File: src/rtl/dwls_pkg.sv
`timescale 1ns / 1ps
// ----------------------------------------------------------------------------
// dwls_pkg
// Shared types and codes for the double-ended queue with linear search.
// ----------------------------------------------------------------------------
package dwls_pkg;

  localparam int unsigned DataW = 32;

  typedef enum logic [2:0] {
    CMD_PUSH_FRONT = 3'd0,
    CMD_PUSH_BACK  = 3'd1,
    CMD_POP_FRONT  = 3'd2,
    CMD_POP_BACK   = 3'd3,
    CMD_SEARCH     = 3'd4
  } cmd_e;

  typedef enum logic [1:0] {
    STATUS_OK    = 2'd0,
    STATUS_EMPTY = 2'd1,
    STATUS_FULL  = 2'd2
  } status_e;

  // Operation broadcast to every cell of the chain.
  typedef enum logic [2:0] {
    OP_HOLD,
    OP_SHIFT_R,
    OP_SHIFT_L,
    OP_PUSH_BACK,
    OP_POP_BACK
  } op_e;

  typedef enum logic [1:0] {
    ST_IDLE,
    ST_SEARCH,
    ST_DONE
  } state_e;

  typedef struct packed {
    op_e              op;
    logic [DataW-1:0] value;
  } cell_ctrl_t;

  // Search word that travels down the chain, one cell per cycle.
  typedef struct packed {
    logic             valid;
    logic             found;
    logic [DataW-1:0] key;
  } srch_t;

endpackage

File: src/rtl/deque_with_linear_search.sv
`timescale 1ns / 1ps
// ----------------------------------------------------------------------------
// deque_with_linear_search
// Bounded double-ended queue of signed 32-bit values held in a chain of cells,
// with a search for the first matching entry counted from the front.
// ----------------------------------------------------------------------------
//  Channel  Direction  Handshake                   Word
//  in       input      in_valid_i / in_ready_o     command_i, value_i
//  out      output     out_valid_o / out_ready_i   status_o, found_o,
//                                                  position_o, entry_count_o
//
// Pushes, pops and unknown commands need no wait state; the result word is
// loaded into the output register at the edge that accepts the command.
// A search moves the search word down the chain one cell per cycle; the result
// is then held in ST_DONE until the output register is free.
// The front entry always sits in cell 0. Reset clears the occupied flags and
// the count; entry data is not reset. A stalled output blocks new commands.
// ----------------------------------------------------------------------------
module deque_with_linear_search
  import dwls_pkg::*;
#(
  parameter  int unsigned CAPACITY = 16,
  localparam int unsigned CW       = $clog2(CAPACITY + 1)
) (
  input  logic                    clk_i,
  input  logic                    rst_ni,
  input  logic                    in_valid_i,
  output logic                    in_ready_o,
  input  logic [2:0]              command_i,
  input  logic signed [DataW-1:0] value_i,
  output logic                    out_valid_o,
  input  logic                    out_ready_i,
  output logic [1:0]              status_o,
  output logic                    found_o,
  output logic [CW-1:0]           position_o,
  output logic [CW-1:0]           entry_count_o
);

  localparam logic [CW-1:0] Cap = CW'(CAPACITY);

  state_e        state_q, state_d;
  logic [CW-1:0] count_q, count_d;
  logic          out_valid_q, out_valid_d;
  logic [1:0]    status_q, status_d;
  logic          found_q, found_d;
  logic [CW-1:0] pos_q, pos_d;
  logic          res_found_q, res_found_d;
  logic [CW-1:0] res_pos_q, res_pos_d;

  cell_ctrl_t    ctrl;
  srch_t         srch_in;
  logic          accept;
  logic          out_free;
  logic          is_full, is_empty;

  logic [DataW-1:0] cell_data [CAPACITY];
  logic             cell_occ  [CAPACITY];
  srch_t            cell_srch [CAPACITY];
  logic [CW-1:0]    cell_pos  [CAPACITY];

  assign out_free   = !out_valid_q || out_ready_i;
  assign in_ready_o = (state_q == ST_IDLE) && out_free;
  assign accept     = in_valid_i && in_ready_o;
  assign is_full    = (count_q == Cap);
  assign is_empty   = (count_q == '0);

  always_comb begin
    state_d     = state_q;
    count_d     = count_q;
    out_valid_d = out_valid_q && !out_ready_i;
    status_d    = status_q;
    found_d     = found_q;
    pos_d       = pos_q;
    res_found_d = res_found_q;
    res_pos_d   = res_pos_q;
    ctrl.op     = OP_HOLD;
    ctrl.value  = value_i;
    srch_in.valid = 1'b0;
    srch_in.found = 1'b0;
    srch_in.key   = value_i;

    case (state_q)
      ST_IDLE: begin
        if (accept) begin
          status_d    = STATUS_OK;
          found_d     = 1'b0;
          pos_d       = '0;
          out_valid_d = 1'b1;
          case (command_i)
            CMD_PUSH_FRONT: begin
              if (is_full) begin
                status_d = STATUS_FULL;
              end else begin
                ctrl.op = OP_SHIFT_R;
                count_d = count_q + 1'b1;
              end
            end
            CMD_PUSH_BACK: begin
              if (is_full) begin
                status_d = STATUS_FULL;
              end else begin
                ctrl.op = OP_PUSH_BACK;
                count_d = count_q + 1'b1;
              end
            end
            CMD_POP_FRONT: begin
              if (is_empty) begin
                status_d = STATUS_EMPTY;
              end else begin
                ctrl.op = OP_SHIFT_L;
                count_d = count_q - 1'b1;
              end
            end
            CMD_POP_BACK: begin
              if (is_empty) begin
                status_d = STATUS_EMPTY;
              end else begin
                ctrl.op = OP_POP_BACK;
                count_d = count_q - 1'b1;
              end
            end
            CMD_SEARCH: begin
              srch_in.valid = 1'b1;
              out_valid_d   = out_valid_q && !out_ready_i;
              state_d       = ST_SEARCH;
            end
            default: begin
            end
          endcase
        end
      end
      ST_SEARCH: begin
        if (cell_srch[CAPACITY-1].valid) begin
          res_found_d = cell_srch[CAPACITY-1].found;
          res_pos_d   = cell_pos[CAPACITY-1];
          state_d     = ST_DONE;
        end
      end
      ST_DONE: begin
        if (out_free) begin
          status_d    = STATUS_OK;
          found_d     = res_found_q;
          pos_d       = res_pos_q;
          out_valid_d = 1'b1;
          state_d     = ST_IDLE;
        end
      end
      default: begin
        state_d = ST_IDLE;
      end
    endcase
  end

  always_ff @(posedge clk_i or negedge rst_ni) begin
    if (!rst_ni) begin
      state_q     <= ST_IDLE;
      count_q     <= '0;
      out_valid_q <= 1'b0;
    end else begin
      state_q     <= state_d;
      count_q     <= count_d;
      out_valid_q <= out_valid_d;
    end
  end

  always_ff @(posedge clk_i) begin
    status_q    <= status_d;
    found_q     <= found_d;
    pos_q       <= pos_d;
    res_found_q <= res_found_d;
    res_pos_q   <= res_pos_d;
  end

  for (genvar g = 0; g < CAPACITY; g++) begin : g_cell
    logic [DataW-1:0] left_data, right_data;
    logic             left_occ, right_occ;
    srch_t            srch_up;
    logic [CW-1:0]    pos_up;

    if (g == 0) begin : g_head
      // The head cell sees the new entry and an occupied left neighbor.
      assign left_data = value_i;
      assign left_occ  = 1'b1;
      assign srch_up   = srch_in;
      assign pos_up    = '0;
    end else begin : g_body
      assign left_data = cell_data[g-1];
      assign left_occ  = cell_occ[g-1];
      assign srch_up   = cell_srch[g-1];
      assign pos_up    = cell_pos[g-1];
    end

    if (g == CAPACITY - 1) begin : g_tail
      assign right_data = '0;
      assign right_occ  = 1'b0;
    end else begin : g_inner
      assign right_data = cell_data[g+1];
      assign right_occ  = cell_occ[g+1];
    end

    dwls_cell #(
      .CW  (CW),
      .IDX (g)
    ) u_cell (
      .clk_i        (clk_i),
      .rst_ni       (rst_ni),
      .ctrl_i       (ctrl),
      .left_data_i  (left_data),
      .left_occ_i   (left_occ),
      .right_data_i (right_data),
      .right_occ_i  (right_occ),
      .srch_i       (srch_up),
      .pos_i        (pos_up),
      .data_o       (cell_data[g]),
      .occ_o        (cell_occ[g]),
      .srch_o       (cell_srch[g]),
      .pos_o        (cell_pos[g])
    );
  end

  assign out_valid_o   = out_valid_q;
  assign status_o      = status_q;
  assign found_o       = found_q;
  assign position_o    = pos_q;
  assign entry_count_o = count_q;

endmodule

File: src/rtl/dwls_cell.sv
`timescale 1ns / 1ps
// ----------------------------------------------------------------------------
// dwls_cell
// One slot of the queue: holds an entry and its occupied flag, shifts with its
// neighbors, and compares the passing search word against its entry.
// ----------------------------------------------------------------------------
module dwls_cell
  import dwls_pkg::*;
#(
  parameter int unsigned CW  = 5,
  parameter int unsigned IDX = 0
) (
  input  logic             clk_i,
  input  logic             rst_ni,
  input  cell_ctrl_t       ctrl_i,
  input  logic [DataW-1:0] left_data_i,
  input  logic             left_occ_i,
  input  logic [DataW-1:0] right_data_i,
  input  logic             right_occ_i,
  input  srch_t            srch_i,
  input  logic [CW-1:0]    pos_i,
  output logic [DataW-1:0] data_o,
  output logic             occ_o,
  output srch_t            srch_o,
  output logic [CW-1:0]    pos_o
);

  localparam logic [CW-1:0] MyPos = CW'(IDX + 1);

  logic [DataW-1:0] data_q, data_d;
  logic             occ_q, occ_d;
  srch_t            srch_q, srch_d;
  logic [CW-1:0]    pos_q, pos_d;
  logic             match;

  always_comb begin
    data_d = data_q;
    occ_d  = occ_q;
    case (ctrl_i.op)
      OP_SHIFT_R: begin
        data_d = left_data_i;
        occ_d  = left_occ_i;
      end
      OP_SHIFT_L: begin
        data_d = right_data_i;
        occ_d  = right_occ_i;
      end
      OP_PUSH_BACK: begin
        // The first free cell after the occupied run takes the new entry.
        if (!occ_q && left_occ_i) begin
          data_d = ctrl_i.value;
          occ_d  = 1'b1;
        end
      end
      OP_POP_BACK: begin
        if (occ_q && !right_occ_i) begin
          occ_d = 1'b0;
        end
      end
      default: begin
      end
    endcase
  end

  assign match = occ_q && (data_q == srch_i.key);

  always_comb begin
    srch_d.valid = srch_i.valid;
    srch_d.key   = srch_i.key;
    srch_d.found = srch_i.found || match;
    if (srch_i.found) begin
      pos_d = pos_i;
    end else if (match) begin
      pos_d = MyPos;
    end else begin
      pos_d = '0;
    end
  end

  always_ff @(posedge clk_i or negedge rst_ni) begin
    if (!rst_ni) begin
      occ_q  <= 1'b0;
      srch_q <= '0;
    end else begin
      occ_q  <= occ_d;
      srch_q <= srch_d;
    end
  end

  always_ff @(posedge clk_i) begin
    data_q <= data_d;
    pos_q  <= pos_d;
  end

  assign data_o = data_q;
  assign occ_o  = occ_q;
  assign srch_o = srch_q;
  assign pos_o  = pos_q;

endmodule
File: config.mk
export PLATFORM = sky130hd
export DESIGN_NAME = deque_with_linear_search
export DESIGN_NICKNAME = d
export VERILOG_FILES = /design/src/rtl/dwls_pkg.sv /design/src/rtl/deque_with_linear_search.sv /design/src/rtl/dwls_cell.sv
export SDC_FILE = /design/constraint.sdc
export NUM_CORES = 2
export LEC_CHECK = 0
export BUFFER_PORTS_ARGS = -buffer_cell sky130_fd_sc_hd__buf_2
export CAP_MARGIN = 15
export CORE_MARGIN = 1.5
export CORE_UTILIZATION = 36
export DETAILED_ROUTE_END_ITERATION = 16
export GPL_TIMING_DRIVEN = 0
export PLACE_DENSITY = 0.53
export SLEW_MARGIN = 20
export SYNTH_ARGS = -nofsm -noshare
export SYNTH_HDL_FRONTEND = slang
export SYNTH_SLANG_ARGS = --single-unit
File: constraint.sdc
create_clock -name clk_i -period 8.1 [get_ports clk_i]
set_input_delay 0.405 -clock clk_i [delete_from_list [all_inputs] [get_ports clk_i]]
set_output_delay 0.405 -clock clk_i [all_outputs]
set_load 0.02 [all_outputs]
Word level (Yosys, flattened, before mapping)
Index checks and enable logic that the tools add are counted.
{ "totals": {"output_inout_bits": 15, "inputBits": 39, "ff_bits": 1138} }
{ "op_classes": {"addsub": 2, "n_eq_ne": 64, "n_reduce_logical": 116, "n_mux": 142} }
{ "ops": {"columns": ["cell", "n"], "rows": [
  ["$pmux 32 s3", 16],
  ["$eq 32x32->1", 16],
  ["$mux 32", 16],
  ["$mux 5", 19],
  ["$ne 2x1->1 const B", 32],
  ["$pmux 1 s4", 14],
  ["$reduce_and 3->1", 15],
  ["$mux 1", 41],
  ["$reduce_and 2->1", 19],
  ["$logic_and 1x1->1", 34],
  ["$mux 4", 8],
  ["$mux 2", 11],
  ["$mux 3", 7],
  ["$pmux 5 s2", 2],
  ["$logic_not 1->1", 17],
  ["$logic_or 1x1->1", 16],
  ["$eq 3x2->1 const B", 4],
  ["$pmux 3 s4", 1],
  ["$ne 2x2->1 const B", 5],
  ["$reduce_bool 3->1", 3],
  ["$pmux 2 s2", 2],
  ["$reduce_or 2->1", 4],
  ["$eq 3x1->1 const B", 2],
  ["$eq 3x3->1 const B", 2],
  ["15 further kinds", 18]
]} }

Longest topological paths before layout
{ "depth": {"depth_word": 10, "depth_mapped": 11} }

Modules after synthesis
A second synthesis with hierarchy kept.
{ "unflattened": {"cells_unflattened": 4053, "area_unflattened_um2": 50579.8} }
{ "modules_own_cells": {"columns": ["mod", "cells_per_inst", "area_per_inst_um2", "instances"], "rows": [
  ["dwls_cell at g_cell[15].u_cell ...", 241, 3061.7, 4],
  ["dwls_cell at g_cell[10].u_cell ...", 253, 3088.0, 2],
  ["dwls_cell at g_cell[12].u_cell ...", 249, 3085.5, 2],
  ["dwls_cell at g_cell[8].u_cell ...", 242, 3078.0, 2],
  ["dwls_cell at g_cell[14].u_cell", 252, 3156.8, 1],
  ["dwls_cell at g_cell[5].u_cell", 257, 3148.0, 1],
  ["dwls_cell at g_cell[11].u_cell", 253, 3126.7, 1],
  ["dwls_cell at g_cell[4].u_cell", 250, 3124.2, 1],
  ["dwls_cell at g_cell[2].u_cell", 249, 3091.7, 1],
  ["dwls_cell at g_cell[0].u_cell", 241, 3079.2, 1],
  ["deque_with_linear_search", 99, 1103.6, 1]
]} }

Worst setup path after synthesis
No wires, ideal clock.
{ "synth_path": {"kind": "input -> register", "start": "input command_i[1]", "end": "register g_cell[4].u_cell.data_q[0] (enable)", "setup_slack_ns": 4.171, "setup_time_ns": 0.432, "arrival_time_ns": 3.497, "n_path_buf": 2, "t_required_ns": 7.668, "cell_stages": 6, "path_cell_list": "clkbuf_1 xor2_1 a2111oi_4 o21ai_1 clkbuf_1 a21oi_1"} }
{ "synth_between": {"elab_chain_len": 7, "word_cells_on_any_way": 13, "classes_between": "eq/ne: 7; mux: 3; reduce/logical: 3"} }
{ "synth_lines": {"columns": ["item", "line_no", "source"], "rows": [
  ["start, declared", "deque_with_linear_search.sv:29", "input logic [2:0] command_i,"],
  ["$eq 3x2->1, or another cell as far along", "deque_with_linear_search.sv:89", "case (command_i)"],
  ["$pmux 3 s4 *", "deque_with_linear_search.sv:89", null],
  ["$mux 3 *", "deque_with_linear_search.sv:84", "if (accept) begin"],
  ["$mux 3 *", "deque_with_linear_search.sv:82", "case (state_q)"],
  ["$eq 3x2->1 / $eq 3x1->1 (equally long branches)", "dwls_cell.sv:39", "case (ctrl_i.op)"],
  ["$ne 2x1->1 (no line) / $reduce_bool 3->1 (equally long branches)", null, null],
  ["$reduce_and 2->1 (no line) *", null, null],
  ["end signal, assigned", "dwls_cell.sv:91", "data_q <= data_d;"],
  ["end, declared", "dwls_cell.sv:30", "logic [DataW-1:0] data_q, data_d;"]
]} }
Every way passes the cells marked *; elsewhere a longest branch is shown, timed or not.
A chain may end at the register's enable or synchronous reset.

Final worst setup path
{ "layout_path": {"start": "register out_valid_q, in the netlist out_valid_o", "end": "register g_cell[13].u_cell.data_q[10] (enable)"} }
{ "layout_between": {"elab_chain_len": 9, "word_cells_on_any_way": 12, "classes_between": "eq/ne: 4; mux: 2; reduce/logical: 6"} }
{ "layout_lines": {"columns": ["item", "line_no", "source"], "rows": [
  ["start, declared", "deque_with_linear_search.sv:43", "logic out_valid_q, out_valid_d;"],
  ["start signal, assigned", "deque_with_linear_search.sv:162", "out_valid_q <= out_valid_d;"],
  ["$logic_not 1->1 *", "deque_with_linear_search.sv:61", "assign out_free = !out_valid_q || out_ready_i;"],
  ["$logic_or 1x1->1 *", "deque_with_linear_search.sv:61", null],
  ["$logic_and 1x1->1 *", "deque_with_linear_search.sv:62", "assign in_ready_o = (state_q == ST_IDLE) && out_free;"],
  ["$logic_and 1x1->1 *", "deque_with_linear_search.sv:63", "assign accept = in_valid_i && in_ready_o;"],
  ["$mux 3 *", "deque_with_linear_search.sv:84", null],
  ["$mux 3 *", "deque_with_linear_search.sv:82", null],
  ["$eq 3x2->1 / $eq 3x1->1 (equally long branches)", "dwls_cell.sv:39", null],
  ["$ne 2x1->1 (no line) / $reduce_bool 3->1 (equally long branches)", null, null],
  ["$reduce_and 2->1 (no line) *", null, null],
  ["end signal, assigned", "dwls_cell.sv:91", null],
  ["end, declared", "dwls_cell.sv:30", null]
]} }
Marked as above.

==> impl_results.md <==
- Leakage: 19.02 nW
- RD Place Congestion: between 0.9 and 1
- Delay of the slowest cell on the worst path: 0.77 ns
- Die extent in y: 352.7 um
- Via density: 5.659
- Max cap viols: 0
- Hold violation count in the final report: 0
- DRC Markers: 0
- CP max-delay cell: nor4_4
- Final worst path period share: 49.74%
- Yosys cell types: slightly above 60
- Vias: 27,186
- First-pass GRT wire length: 215,200 um
- # Post-CTS Setup Buffers: 0
- Core footprint: 121,600 sq um
- Share of the yosys chip area belonging to registers: 68.80%
- Final wirelength: 154,800 um
- Mapped cell area: 44,020 sq um
- Yosys warning total: 0
- Worst Skew: 0.01801 ns
- Floorplan row count: 128
- Seq. cell area: 30,290 sq um
- DIE AREA: 124,400 sq um
- Gr usage total: 24.58%
- Fin crit period: just over 4 ns
- Root buffer cell: clkbuf_16
- CTS clk-pin slew, worst paths: 0.06 ns
- Number of fill cells: 11,022
- Die X: 352.7 um
- Setup violators final: 0
- Crit start category: flop
- Critical path, cell by cell: nor2b_1 -> clkbuf_1 -> or3_1 -> buf_6 -> nor4_4 -> buf_6 -> buf_8 -> buf_2 -> a21oi_4 -> buf_16
- Max VDD drop: 0.1631 mV
- Cts hold-fix bufs: 34
- CTS tree: built
- Outcome: completed
- Nets: 3,117
- Initial antenna violation count: 3
- CP arrival: 4.46 ns
- Crit-path max FO: 18
- Core Util, Final: 42.23%
- Clock Tree Buf Depth: 3
- Largest net degree at the start of global routing: 89
- Drt first pass iters: 7
- Clk_lat worst skew: 0.70 ns
- Num CTS Buffers: 114
- Pwr dens: 253.8 nW/um^2
- Num Clock Sinks: 1,116
- Final HPWL DP: 124,000 um
- Seq cells post-synth: 1,116
- WL/cell: 32.22 um
- DR iter-0 viols: 3,238
- Final Instance Count excl. Fillers: just under 5,000
- Post_cts resized: 0
- Slew @ Worst Pin: 1.227 ns
- CP dominant cell by count: buf_6
- Number of buffers added on ports: 53
- Required time worst endpoint: 8.53 ns
- H-tree depth: 3
- Starting Density: 36.22%
- Vias in the first global route: 27,667
- Multi-input gate area: 12,710 sq um
- Synth-to-layout area growth: 16.61%
- Asr flop ratio synth: 48.03%
- RSZ-0062 raised after global routing: no
- Final ANT Viol Nets: 0
- Crit Path Class: reg -> reg
- Post-Syn Nets: 2,890
- Slew margin rel.: 17.47%
- FMAX: 0.2482 GHz
- Synth Area per Inst: 15.46 sq um
- Main flop type after synthesis: dfrtp_1
- Cell count after synthesis: 2,847
- Post-Place Cells: 4,549
- Top-Level Pins: 54
- EDFF count, synth: 526
- Share of cells above drive strength 1: 15.27%
- CP endpoint kind: flop
- Total gr overflow: 0
- Final Hold Slack: 0.04762 ns
- Hold Path Class: in -> reg
- Final-report max-slew violation count: 0
## layout by cell type, fill, tap and decap left out, drive strengths merged, types with 9 or more instances in the layout
cell         instances
nand3               21
nor4                36
clkbuf             217
bufinv               9
nor2                17
and2                59
a21o                36
buf                219
nand2               65
a221o              449
a222oi              15
nand2b              34
nor3                33
dlygate4sd3         34
xnor2              428
edfxtp             526
dfrtp              536
a21oi               22
o21ai               42
dfxtp               54
inv                 29
xor2                68
clkinv              38
nand4               99
mux2                33
## sequential cells by signal, indices dropped and copies added (netlist names)
name	cells
res_pos_q	5
found_o	1
res_found_q	1
position_o	5
status_o	2
entry_count_o	5
g_cell.u_cell.srch_o	512
g_cell.u_cell.data_o	512
state_q	2
g_cell.u_cell.pos_o	54
out_valid_o	1
g_cell.u_cell.occ_o	16
## path summary, 6_finish.rpt
check                      depth (start not counted)                   startpoint  slack (ns)                      endpoint
min reg2reg                                        0  g_cell[2].u_cell.srch_o[33]        0.35   g_cell[3].u_cell.srch_o[33]
min                                                3                 command_i[2]        0.05   g_cell[0].u_cell.srch_o[33]
max                                               10                  out_valid_o        4.07  g_cell[13].u_cell.data_o[10]
max in group asynchronous                          5                       rst_ni        6.19    g_cell[1].u_cell.srch_o[2]
min in group asynchronous                          2                       rst_ni        0.19              entry_count_o[4]
max reg2reg                                       10                  out_valid_o        4.07  g_cell[13].u_cell.data_o[10]
## cell type report
cell class	count	area share [%]
antenna	3	0.01462
buffer	193	2.215
clock buffer	166	6.351
clock inverter	52	1.026
inverter	25	0.1828
multi-input combinational	1513	24.76
sequential	1116	59.00
tap	1625	3.960
timing repair buffer	111	2.486
## per-stage QoR
stage / setup TNS (ns) / setup WS (ns) / total power, mW / cell area (sq um)
6_report: 0 / 4.071 / 13.03 / 51340
5_1_grt: 0 / 3.983 / 13.37 / 51330
4_1_cts: 0 / 4.207 / 13.05 / 51320
3_5_place_dp: 0 / 4.102 / 7.767 / 47200
3_3_place_gp: -2814.33 / -5.354 / 7.680 / 46320
2_1_floorplan: 0 / 4.171 / 7.163 / 44020
## critical path: cells and delay by family, from the launching register on
| kind | cells | cell delay (ns) |
|---|---|---|
| buffers and inverters | 6 | 1.71 |
| AOI/OAI and AO/OA | 1 | 0.32 |
| DFF | 1 | 0.37 |
| and+or+nand+nor | 3 | 1.33 |
## synth_stat cells (21+ instances only)
| cell | number | area (sq um) |
|---|---|---|
| buf_2 | 95 | 475.5 |
| mux2_2 | 32 | 360.4 |
| nand3_1 | 21 | 105.1 |
| a21oi_1 | 22 | 110.1 |
| nand2b_1 | 34 | 212.7 |
| buf_6 | 26 | 292.8 |
| dfrtp_1 | 536 | 13410 |
| nand2_1 | 65 | 244.0 |
| o21ai_0 | 34 | 170.2 |
| dfxtp_1 | 54 | 1081 |
| and2_1 | 56 | 350.3 |
| a21o_1 | 36 | 270.3 |
| inv_1 | 25 | 93.84 |
| xor2_1 | 68 | 595.6 |
| nand4_1 | 99 | 619.3 |
| nor4_1 | 35 | 219.0 |
| nor3_1 | 33 | 165.2 |
| a221o_1 | 434 | 4344 |
| edfxtp_1 | 526 | 15800 |
| xnor2_1 | 428 | 3749 |
| clkbuf_1 | 49 | 183.9 |
## power by group
group,total (mW),leakage (nW),internal (mW),switching [mW]
clock,5.34,1.88,3.08,2.26
sequential,6.58,11.6,6.27,0.311
combinational,1.11,5.56,0.440,0.666
total,13.0,19.0,9.79,3.24
## routing by layer
layer  share of wire, %  vias up  global-route usage, %
met5                  0        -                      0
li1                   -    11512                      -
met2                 45     1331                  38.33
met1                 41    14036                  32.67
met4                6.6        0                  14.08
met3                6.8      307                  3.860
## kinds of logic after synthesis
kind of cell,synth area share (%)
flip-flops,68.80
adder cells (fa/ha/maj),0.1307
AO/OA/AOI/OAI,12.54
XOR/XNOR,9.868
AND/OR/NAND/NOR,5.030
buffers and inverters,2.791
multiplexers,0.8441
No activity file was read; power rests on OpenSTA's default activity.
